### src/rtl/core/nrmc_pkg.sv
`timescale 1ns / 1ps

package nrmc_pkg;

  localparam int unsigned OFFSET_W = 5;
  localparam logic [OFFSET_W-1:0] HOUR_OFFSET_RST = 5'd8;

  // Sentence contents captured at the closing byte.
  typedef struct packed {
    logic [31:0] time_accum;
    logic        time_reached;
    logic        fix_valid;
    logic [31:0] lat_digits;
    logic [7:0]  lat_hemisphere;
    logic [31:0] lon_digits;
    logic [7:0]  lon_hemisphere;
    logic        ended_by_zero;
  } snap_t;

  typedef struct packed {
    logic [7:0]  hour;
    logic [6:0]  minute;
    logic [6:0]  second;
    logic        fix_valid;
    logic [31:0] lat_digits;
    logic [7:0]  lat_hemisphere;
    logic [31:0] lon_digits;
    logic [7:0]  lon_hemisphere;
    logic        ended_by_zero;
  } res_t;

endpackage

### src/rtl/core/nrmc_if.sv
`timescale 1ns / 1ps

interface nrmc_in_if;
  logic       valid;
  logic       ready;
  logic [7:0] rx_byte;

  modport source (output valid, output rx_byte, input ready);
  modport sink (input valid, input rx_byte, output ready);
endinterface

interface nrmc_out_if;
  logic        valid;
  logic        ready;
  logic [7:0]  hour;
  logic [6:0]  minute;
  logic [6:0]  second;
  logic        fix_valid;
  logic [31:0] lat_digits;
  logic [7:0]  lat_hemisphere;
  logic [31:0] lon_digits;
  logic [7:0]  lon_hemisphere;
  logic        ended_by_zero;

  modport source (
    output valid, output hour, output minute, output second, output fix_valid,
    output lat_digits, output lat_hemisphere, output lon_digits,
    output lon_hemisphere, output ended_by_zero, input ready
  );
  modport sink (
    input valid, input hour, input minute, input second, input fix_valid,
    input lat_digits, input lat_hemisphere, input lon_digits,
    input lon_hemisphere, input ended_by_zero, output ready
  );
endinterface

### src/rtl/core/nmea_rmc_field_parser_top.sv
`timescale 1ns / 1ps

// RMC sentence parser: takes one received byte per cycle while in_if.ready is
// high, finds a $GPRMC or $GNRMC header and reports time, status, latitude,
// longitude and hemisphere characters once per sentence, at its twelfth comma
// or at a zero byte. The sentence state updates in the same cycle a byte is
// taken. The report leaves the output register after a four-stage result
// pipeline that splits the time value into hour, minute and second with two
// reciprocal multiplies by 1/100. Input stalls only when all four result
// stages hold reports and the output is not taken. cfg_data (hour offset,
// reset 8) is written by cfg_we and should be changed only while no report
// is in flight. Position fields not reached keep the values of the previous
// sentence.

module nmea_rmc_field_parser_top import nrmc_pkg::*; (
  input  logic                clk,
  input  logic                rst_n,
  input  logic                cfg_we,
  input  logic [OFFSET_W-1:0] cfg_data,
  nrmc_in_if.sink             in_if,
  nrmc_out_if.source          out_if
);

  logic  in_ready;
  logic  in_fire;
  logic  emit;
  snap_t snap;
  res_t  res;

  assign in_fire     = in_if.valid && in_ready;
  assign in_if.ready = in_ready;

  nrmc_parser u_parser (
    .clk     (clk),
    .rst_n   (rst_n),
    .in_fire (in_fire),
    .rx_byte (in_if.rx_byte),
    .emit    (emit),
    .snap    (snap)
  );

  nrmc_time_split u_split (
    .clk        (clk),
    .rst_n      (rst_n),
    .cfg_we     (cfg_we),
    .cfg_data   (cfg_data),
    .snap_valid (emit),
    .snap       (snap),
    .snap_ready (in_ready),
    .res_valid  (out_if.valid),
    .res_ready  (out_if.ready),
    .res        (res)
  );

  assign out_if.hour           = res.hour;
  assign out_if.minute         = res.minute;
  assign out_if.second         = res.second;
  assign out_if.fix_valid      = res.fix_valid;
  assign out_if.lat_digits     = res.lat_digits;
  assign out_if.lat_hemisphere = res.lat_hemisphere;
  assign out_if.lon_digits     = res.lon_digits;
  assign out_if.lon_hemisphere = res.lon_hemisphere;
  assign out_if.ended_by_zero  = res.ended_by_zero;

endmodule

### src/rtl/core/nrmc_parser.sv
`timescale 1ns / 1ps

module nrmc_parser import nrmc_pkg::*; (
  input  logic       clk,
  input  logic       rst_n,
  input  logic       in_fire,
  input  logic [7:0] rx_byte,
  output logic       emit,
  output snap_t      snap
);

  localparam logic [7:0] CH_NUL    = 8'h00;
  localparam logic [7:0] CH_DOLLAR = 8'h24;
  localparam logic [7:0] CH_COMMA  = 8'h2C;
  localparam logic [7:0] CH_DOT    = 8'h2E;
  localparam logic [7:0] CH_ZERO   = 8'h30;
  localparam logic [7:0] CH_A      = 8'h41;
  localparam logic [7:0] CH_C      = 8'h43;
  localparam logic [7:0] CH_G      = 8'h47;
  localparam logic [7:0] CH_M      = 8'h4D;
  localparam logic [7:0] CH_N      = 8'h4E;
  localparam logic [7:0] CH_P      = 8'h50;
  localparam logic [7:0] CH_R      = 8'h52;

  localparam logic [2:0] HDR_LEN = 3'd6;

  localparam logic [3:0] FLD_TIME   = 4'd1;
  localparam logic [3:0] FLD_STATUS = 4'd2;
  localparam logic [3:0] FLD_LAT    = 4'd3;
  localparam logic [3:0] FLD_LAT_NS = 4'd4;
  localparam logic [3:0] FLD_LON    = 4'd5;
  localparam logic [3:0] FLD_LON_EW = 4'd6;
  localparam logic [3:0] LAST_COMMA = 4'd12;

  function automatic logic hdr_match(input logic [2:0] pos, input logic [7:0] b);
    logic m;
    m = 1'b0;
    case (pos)
      3'd0:    m = (b == CH_DOLLAR);
      3'd1:    m = (b == CH_G);
      3'd2:    m = (b == CH_N) || (b == CH_P);
      3'd3:    m = (b == CH_R);
      3'd4:    m = (b == CH_M);
      3'd5:    m = (b == CH_C);
      default: m = 1'b0;
    endcase
    return m;
  endfunction

  function automatic logic [31:0] digit_acc(input logic [31:0] acc, input logic [7:0] b);
    return {acc[28:0], 3'b000} + {acc[30:0], 1'b0} + {24'd0, b} - {24'd0, CH_ZERO};
  endfunction

  logic [2:0]  hdr_r, hdr_nxt;
  logic        in_sent_r, in_sent_nxt;
  logic [3:0]  comma_r, comma_nxt;
  logic        fstart_r, fstart_nxt;
  logic        tstop_r, tstop_nxt;
  logic [31:0] time_r, time_nxt;
  logic        status_r, status_nxt;
  logic [31:0] lat_r, lat_nxt;
  logic [31:0] lon_r, lon_nxt;
  logic [7:0]  latc_r, latc_nxt;
  logic [7:0]  lonc_r, lonc_nxt;
  logic        emit_c;
  logic        by_zero_c;
  logic [3:0]  comma_inc;

  assign comma_inc = comma_r + 4'd1;

  always_comb begin
    hdr_nxt     = hdr_r;
    in_sent_nxt = in_sent_r;
    comma_nxt   = comma_r;
    fstart_nxt  = fstart_r;
    tstop_nxt   = tstop_r;
    time_nxt    = time_r;
    status_nxt  = status_r;
    lat_nxt     = lat_r;
    lon_nxt     = lon_r;
    latc_nxt    = latc_r;
    lonc_nxt    = lonc_r;
    emit_c      = 1'b0;
    by_zero_c   = 1'b0;
    if (!in_sent_r) begin
      if (hdr_match(hdr_r, rx_byte)) begin
        hdr_nxt = hdr_r + 3'd1;
      end else begin
        hdr_nxt = (rx_byte == CH_DOLLAR) ? 3'd1 : 3'd0;
      end
      if (hdr_nxt == HDR_LEN) begin
        hdr_nxt     = 3'd0;
        in_sent_nxt = 1'b1;
        comma_nxt   = 4'd0;
        fstart_nxt  = 1'b0;
        tstop_nxt   = 1'b0;
        time_nxt    = 32'd0;
        status_nxt  = 1'b0;
      end
    end else begin
      // first byte of a one-character field is taken whatever it is
      if (fstart_r) begin
        case (comma_r)
          FLD_STATUS: status_nxt = (rx_byte == CH_A);
          FLD_LAT_NS: latc_nxt = rx_byte;
          FLD_LON_EW: lonc_nxt = rx_byte;
          default:    ;
        endcase
        fstart_nxt = 1'b0;
      end
      if (rx_byte == CH_NUL) begin
        emit_c      = 1'b1;
        by_zero_c   = 1'b1;
        in_sent_nxt = 1'b0;
        hdr_nxt     = 3'd0;
        fstart_nxt  = 1'b0;
      end else if (rx_byte == CH_COMMA) begin
        comma_nxt = comma_inc;
        case (comma_inc)
          FLD_TIME: begin
            time_nxt  = 32'd0;
            tstop_nxt = 1'b0;
          end
          FLD_STATUS, FLD_LAT_NS, FLD_LON_EW: fstart_nxt = 1'b1;
          FLD_LAT: lat_nxt = 32'd0;
          FLD_LON: lon_nxt = 32'd0;
          default: ;
        endcase
        if (comma_inc >= LAST_COMMA) begin
          emit_c      = 1'b1;
          in_sent_nxt = 1'b0;
          hdr_nxt     = 3'd0;
          fstart_nxt  = 1'b0;
        end
      end else if (comma_r == FLD_TIME && !tstop_r) begin
        if (rx_byte == CH_DOT) begin
          tstop_nxt = 1'b1;
        end else begin
          time_nxt = digit_acc(time_r, rx_byte);
        end
      end else if (comma_r == FLD_LAT && rx_byte != CH_DOT) begin
        lat_nxt = digit_acc(lat_r, rx_byte);
      end else if (comma_r == FLD_LON && rx_byte != CH_DOT) begin
        lon_nxt = digit_acc(lon_r, rx_byte);
      end
    end
  end

  always_ff @(posedge clk) begin
    if (!rst_n) begin
      hdr_r     <= 3'd0;
      in_sent_r <= 1'b0;
      comma_r   <= 4'd0;
      fstart_r  <= 1'b0;
      tstop_r   <= 1'b0;
      time_r    <= 32'd0;
      status_r  <= 1'b0;
      lat_r     <= 32'd0;
      lon_r     <= 32'd0;
      latc_r    <= 8'd0;
      lonc_r    <= 8'd0;
    end else if (in_fire) begin
      hdr_r     <= hdr_nxt;
      in_sent_r <= in_sent_nxt;
      comma_r   <= comma_nxt;
      fstart_r  <= fstart_nxt;
      tstop_r   <= tstop_nxt;
      time_r    <= time_nxt;
      status_r  <= status_nxt;
      lat_r     <= lat_nxt;
      lon_r     <= lon_nxt;
      latc_r    <= latc_nxt;
      lonc_r    <= lonc_nxt;
    end
  end

  assign emit = in_fire && emit_c;

  always_comb begin
    snap.time_accum     = time_nxt;
    snap.time_reached   = (comma_nxt != 4'd0);
    snap.fix_valid      = status_nxt;
    snap.lat_digits     = lat_nxt;
    snap.lat_hemisphere = latc_nxt;
    snap.lon_digits     = lon_nxt;
    snap.lon_hemisphere = lonc_nxt;
    snap.ended_by_zero  = by_zero_c;
  end

endmodule

### src/rtl/core/nrmc_time_split.sv
`timescale 1ns / 1ps

module nrmc_time_split import nrmc_pkg::*; (
  input  logic                clk,
  input  logic                rst_n,
  input  logic                cfg_we,
  input  logic [OFFSET_W-1:0] cfg_data,
  input  logic                snap_valid,
  input  snap_t               snap,
  output logic                snap_ready,
  output logic                res_valid,
  input  logic                res_ready,
  output res_t                res
);

  // floor(x / 100) == (x * DIV100_MAGIC) >> 37 for every 32-bit x
  localparam logic [31:0] DIV100_MAGIC = 32'h51EB_851F;
  localparam logic [6:0]  HUNDRED      = 7'd100;
  localparam logic [7:0]  DAY_HOURS    = 8'd24;

  logic [OFFSET_W-1:0] off_r;
  logic                v0_r, v1_r, v2_r, v3_r;
  logic                en0, en1, en2, en3;

  snap_t       s0_r, s1_r, s2_r;
  logic [25:0] q1_r, q1b_r;
  logic [18:0] q2_r;
  logic [6:0]  sec_r;
  res_t        res_r;

  logic [63:0] prod1;
  logic [63:0] prod2;
  logic [6:0]  q1_x100;
  logic [6:0]  q2_x100;
  logic [6:0]  sec_c;
  logic [6:0]  min_c;
  logic [7:0]  hsum;
  logic [7:0]  hour_c;

  // advance a stage when the one after it can take its contents
  assign en3        = !v3_r || res_ready;
  assign en2        = !v2_r || en3;
  assign en1        = !v1_r || en2;
  assign en0        = !v0_r || en1;
  assign snap_ready = en0;

  assign prod1   = {32'd0, s0_r.time_accum} * {32'd0, DIV100_MAGIC};
  assign prod2   = {38'd0, q1_r} * {32'd0, DIV100_MAGIC};
  assign q1_x100 = 7'(q1_r[6:0] * HUNDRED);
  assign sec_c   = s1_r.time_accum[6:0] - q1_x100;
  assign q2_x100 = 7'(q2_r[6:0] * HUNDRED);
  assign min_c   = q1b_r[6:0] - q2_x100;
  assign hsum    = q2_r[7:0] + {{(8-OFFSET_W){1'b0}}, off_r};
  assign hour_c  = (hsum >= DAY_HOURS) ? (hsum - DAY_HOURS) : hsum;

  always_ff @(posedge clk) begin
    if (!rst_n) begin
      off_r <= HOUR_OFFSET_RST;
      v0_r  <= 1'b0;
      v1_r  <= 1'b0;
      v2_r  <= 1'b0;
      v3_r  <= 1'b0;
    end else begin
      if (cfg_we) begin
        off_r <= cfg_data;
      end
      if (en0) v0_r <= snap_valid;
      if (en1) v1_r <= v0_r;
      if (en2) v2_r <= v1_r;
      if (en3) v3_r <= v2_r;
    end
  end

  always_ff @(posedge clk) begin
    if (en0) begin
      s0_r <= snap;
    end
    if (en1) begin
      s1_r <= s0_r;
      q1_r <= prod1[62:37];
    end
    if (en2) begin
      s2_r  <= s1_r;
      q1b_r <= q1_r;
      q2_r  <= prod2[55:37];
      sec_r <= sec_c;
    end
    if (en3) begin
      res_r.hour           <= s2_r.time_reached ? hour_c : 8'd0;
      res_r.minute         <= s2_r.time_reached ? min_c : 7'd0;
      res_r.second         <= s2_r.time_reached ? sec_r : 7'd0;
      res_r.fix_valid      <= s2_r.fix_valid;
      res_r.lat_digits     <= s2_r.lat_digits;
      res_r.lat_hemisphere <= s2_r.lat_hemisphere;
      res_r.lon_digits     <= s2_r.lon_digits;
      res_r.lon_hemisphere <= s2_r.lon_hemisphere;
      res_r.ended_by_zero  <= s2_r.ended_by_zero;
    end
  end

  assign res_valid = v3_r;
  assign res       = res_r;

endmodule

### src/flat_wrapper.sv
// flat-port wrapper written by rule: the top's interface ports become plain ports
module nmea_rmc_field_parser_top_flat import nrmc_pkg::*;
  (clk, rst_n, cfg_we, cfg_data, in_if_valid, in_if_rx_byte, in_if_ready, out_if_valid, out_if_hour, out_if_minute, out_if_second, out_if_fix_valid, out_if_lat_digits, out_if_lat_hemisphere, out_if_lon_digits, out_if_lon_hemisphere, out_if_ended_by_zero, out_if_ready);
  nrmc_in_if in_if_i ();
  nrmc_out_if out_if_i ();
  input  logic clk;
  input  logic rst_n;
  input  logic cfg_we;
  input  logic [OFFSET_W-1:0] cfg_data;
  input wire logic [$bits(in_if_i.valid)-1:0] in_if_valid;
  input wire logic [$bits(in_if_i.rx_byte)-1:0] in_if_rx_byte;
  output wire logic [$bits(in_if_i.ready)-1:0] in_if_ready;
  output wire logic [$bits(out_if_i.valid)-1:0] out_if_valid;
  output wire logic [$bits(out_if_i.hour)-1:0] out_if_hour;
  output wire logic [$bits(out_if_i.minute)-1:0] out_if_minute;
  output wire logic [$bits(out_if_i.second)-1:0] out_if_second;
  output wire logic [$bits(out_if_i.fix_valid)-1:0] out_if_fix_valid;
  output wire logic [$bits(out_if_i.lat_digits)-1:0] out_if_lat_digits;
  output wire logic [$bits(out_if_i.lat_hemisphere)-1:0] out_if_lat_hemisphere;
  output wire logic [$bits(out_if_i.lon_digits)-1:0] out_if_lon_digits;
  output wire logic [$bits(out_if_i.lon_hemisphere)-1:0] out_if_lon_hemisphere;
  output wire logic [$bits(out_if_i.ended_by_zero)-1:0] out_if_ended_by_zero;
  input wire logic [$bits(out_if_i.ready)-1:0] out_if_ready;
  assign in_if_i.valid = in_if_valid;
  assign in_if_i.rx_byte = in_if_rx_byte;
  assign in_if_ready = in_if_i.ready;
  assign out_if_valid = out_if_i.valid;
  assign out_if_hour = out_if_i.hour;
  assign out_if_minute = out_if_i.minute;
  assign out_if_second = out_if_i.second;
  assign out_if_fix_valid = out_if_i.fix_valid;
  assign out_if_lat_digits = out_if_i.lat_digits;
  assign out_if_lat_hemisphere = out_if_i.lat_hemisphere;
  assign out_if_lon_digits = out_if_i.lon_digits;
  assign out_if_lon_hemisphere = out_if_i.lon_hemisphere;
  assign out_if_ended_by_zero = out_if_i.ended_by_zero;
  assign out_if_i.ready = out_if_ready;
  nmea_rmc_field_parser_top u_core (.clk(clk), .rst_n(rst_n), .cfg_we(cfg_we), .cfg_data(cfg_data), .in_if(in_if_i), .out_if(out_if_i));
endmodule
### config.mk
export PLATFORM = sky130hd
export DESIGN_NAME = nmea_rmc_field_parser_top_flat
export DESIGN_NICKNAME = d
export VERILOG_FILES = /design/src/rtl/core/nrmc_pkg.sv /design/src/rtl/core/nrmc_if.sv /design/src/rtl/core/nmea_rmc_field_parser_top.sv /design/src/rtl/core/nrmc_parser.sv /design/src/rtl/core/nrmc_time_split.sv /design/src/flat_wrapper.sv
export SDC_FILE = /design/constraint.sdc
export NUM_CORES = 2
export LEC_CHECK = 0
export BUFFER_PORTS_ARGS = -buffer_cell sky130_fd_sc_hd__buf_2
export CORE_MARGIN = 2
export CORE_UTILIZATION = 60
export DETAILED_ROUTE_END_ITERATION = 7
export GPL_TIMING_DRIVEN = 0
export MAX_ROUTING_LAYER = met4
export PLACE_DENSITY = 0.89
export SETUP_SLACK_MARGIN = 0.3
export SYNTH_ARGS = -nofsm -noshare
export SYNTH_HDL_FRONTEND = slang
export SYNTH_SLANG_ARGS = --single-unit
### constraint.sdc
create_clock -name clk -period 19.8 [get_ports clk]
set_input_delay 0 -clock clk [delete_from_list [all_inputs] [get_ports clk]]
set_output_delay 0 -clock clk [all_outputs]
set_load 0.05 [all_outputs]
==> flow_summary.toml <==
[sta]
fin_ws_ns = 10.35
min_period_ns = 9.45
worstMarginPinSlew_ns = 1.02
slew_headroom = 0.311
fmax_mhz = 106
rsz0062_at_grt = "no"
report.final.slew_viol_count = 0
hold_viol = 0
post-route-period-util = 0.478
setup_viol = 0
finalSetupTns_ns = 0
skew_ns = 0.0446

[grt]
grt_start_max_net_pins = 68
grt_pass1_wl_um = 224000
grt_pass1_vias = 40300
antenna_found_initial = 7
grt_overflow = 0
grt_usage = 0.321

[logic_synthesis]
syn_avg_cell_area_um2 = 10.8
synth_ff_type = "edfxtp_1"
ys_ff_latch = 572
synth_top_cell_area_share = 0.245
yosysUniqueCellTypes = 77
synthTopCellsByCount = "inv_1, ha_1, fa_1"
synth_area_um2 = 55000
synth_warnings = 0
synth_top_area_cell = "fa_1"
async_flop_share = 0
yosysSeqAreaShare = 0.288
synth_edf_count = 440
synth.most_common_cell = "inv_1"
synth_area_leaders = "fa_1, edfxtp_1, ha_1"
netlist_instances = 5084
synth_nets = 6659

[drt]
drt_iter0_drc = 3270
finalWirelength_um = 144000
wl_per_cell_um = 22.0
via_per_inst = 5.78
first_pass_iters = 6
antenna_left = 0
vias = 37800
route.detailed.drc = 0

[setup_path]
rrSetupSlack_ns = 10.35
crit_arrival_ns = 9.80
cp.required_ns = 20.15
setup.worst_path.end_class = "flop"
cp_slowest_cell = "edfxtp_1"
crit_path_frequent_cell = "fa_1"
critical_path.top_delay_family = "adder cells"
cp-start-kind = "flop"
crit_fanout = 9
setup.worst_path.class = "reg -> reg"
critical_path_buf_inv_count = 7
slowest_delay_ns = 0.90

[die]
die_h_um = 307
row_count = 111
die_x_um = 307
fp.dieArea_um2 = 94100
start_util = 0.603
fp.coreArea_um2 = 91200
pin_count = 124

[placement]
io_buffers = 122
post-dp-hpwl_um = 114000
pre_cts_ws_ns = 10.73
place.gp.congestion = 1.04

[clock_tree]
cts-root-buf = "clkbuf_16"
cts.repair.resized = 0
clock_latency_ns = 0.65
numClockSinks = 572
clk_pin_slew_worst_paths_ns = 0.06
clock_path_buffers = 3
tritoncts = "built"
cts_inserted_buffers = 55
htree_levels = 2

[finish]
multiInputGateArea_um2 = 33800
n_fill_cell = 6594
regArea_um2 = 15900
final_layout_size_suffix_gt1_frac = 0.0526
nets = 6867
syn2layout_area_growth_pct = 7.98
utilization = 0.651

[job]
max_cap_viol_count = 0

[worst_hold_path]
hold_path_class = "in -> reg"

[run_status]
status = "finished clean"
## registers in the layout (all words and copies together), names as in the netlist, 26 cells and up
| name | count |
|---|---|
| u_core.u_parser.lat_r | 32 |
| u_core.u_parser.lon_r | 32 |
| u_core.u_parser.time_r | 32 |
| u_core.u_split.q1_r | 26 |
| u_core.u_split.res | 104 |
| u_core.u_split.s0_r | 115 |
| u_core.u_split.s1_r | 90 |
| u_core.u_split.s2_r | 83 |
## worst paths after layout
path                            depth (start not counted)                      end                     from
worst max-delay path                                   27  u_core.u_split.q1_r[24]  u_core.u_split.s0_r[87]
worst max register to register                         27  u_core.u_split.q1_r[24]  u_core.u_split.s0_r[87]
worst min-delay path                                    3  u_core.u_split.s0_r[48]         in_if_rx_byte[7]
worst min register to register                          0   u_core.u_split.res[76]  u_core.u_split.s2_r[76]
## worst register-to-register path, cell delays in order (launching register included)
cell      delay, ns
edfxtp_1       0.90
inv_1          0.30
fa_1           0.64
inv_1          0.06
ha_1           0.19
fa_1           0.49
inv_1          0.06
fa_1           0.54
inv_1          0.05
fa_1           0.49
fa_1           0.44
fa_1           0.54
inv_1          0.07
fa_1           0.50
inv_1          0.07
ha_1           0.33
and3_1         0.26
nand4_1        0.32
a21oi_1        0.75
o311ai_1       0.20
buf_2          0.25
a21oi_1        0.24
o211ai_1       0.27
o2111a_1       0.32
a211oi_1       0.42
a21o_1         0.23
a21oi_1        0.09
xnor2_1        0.16
## metal layers
| layer | track usage | vias up | part of all wire |
|---|---|---|---|
| li1 | - | 16900 | - |
| met1 | 0.398 | 18700 | 0.39 |
| met2 | 0.519 | 1745 | 0.47 |
| met3 | 0.0645 | 433 | 0.088 |
| met4 | 0.131 | 0 | 0.050 |
| met5 | - | - | 0 |
## what timing repair did
action | 4_1_cts | 5_1_grt
hold buffers | 15 | 0
hold endpoints to repair | 19 | 0
setup buffers | 0 | 0
## cell usage in the layout (no fill, tap or decap), types with 11 or more instances in the layout
cell type,netlist,layout
xnor2_1,97,97
nor2_1,219,219
buf_2,10,133
a31oi_1,20,20
nand4_1,23,23
xor2_1,54,54
clkbuf_16,0,55
o21bai_1,18,18
a21o_1,88,88
a21boi_0,11,11
o21a_1,20,20
and3_1,17,17
nand3_1,38,37
clkbuf_1,54,71
edfxtp_1,440,440
inv_1,1355,1354
a22o_1,59,59
and2_1,25,25
mux2_2,11,11
nor2b_1,40,40
a32o_1,11,11
a21oi_1,184,184
ha_1,883,883
a22oi_1,12,12
nand2_1,196,195
o21ai_0,132,132
nor3b_1,36,36
nor3_1,33,33
dfxtp_1,132,132
fa_1,674,674
a211oi_1,12,12
nand2b_1,22,22
dlygate4sd3_1,0,15
## kinds of logic (layout without fill, tap and decap cells)
family / Yosys count / after routing / share of synthesized area
buf+inv: 1430 / 1684 / 0.0981
fa+ha+maj: 1557 / 1557 / 0.446
flops: 572 / 572 / 0.288
mux: 20 / 20 / 0.00389
other cells: 0 / 6 / 0
xor+xnor: 151 / 151 / 0.0240
simple gates: 691 / 691 / 0.0600
compound gates: 663 / 663 / 0.0798
## layout make-up
class,instances,area share
Antenna cell,6,0.000253
Buffer,74,0.00514
Clock buffer,81,0.0263
Clock inverter,22,0.00491
Inverter,1356,0.0857
Multi-Input combinational cell,3082,0.569
Sequential cell,572,0.267
Tap cell,1186,0.0250
Timing Repair Buffer,151,0.0169
## stage by stage
step	area [um2]	instances	hold WS, ns
after floorplan	55000	5084	0.129
after global placement	57100	6392	0.313
after detailed placement	57400	6406	0.320
after CTS	59400	6524	0.000435
after global routing	59400	6528	0.0636
final	59400	6530	0.0578
Power is left out: the tool's default activity adds up to more than one toggle a clock period on the data nets, which glitch-free logic cannot reach.
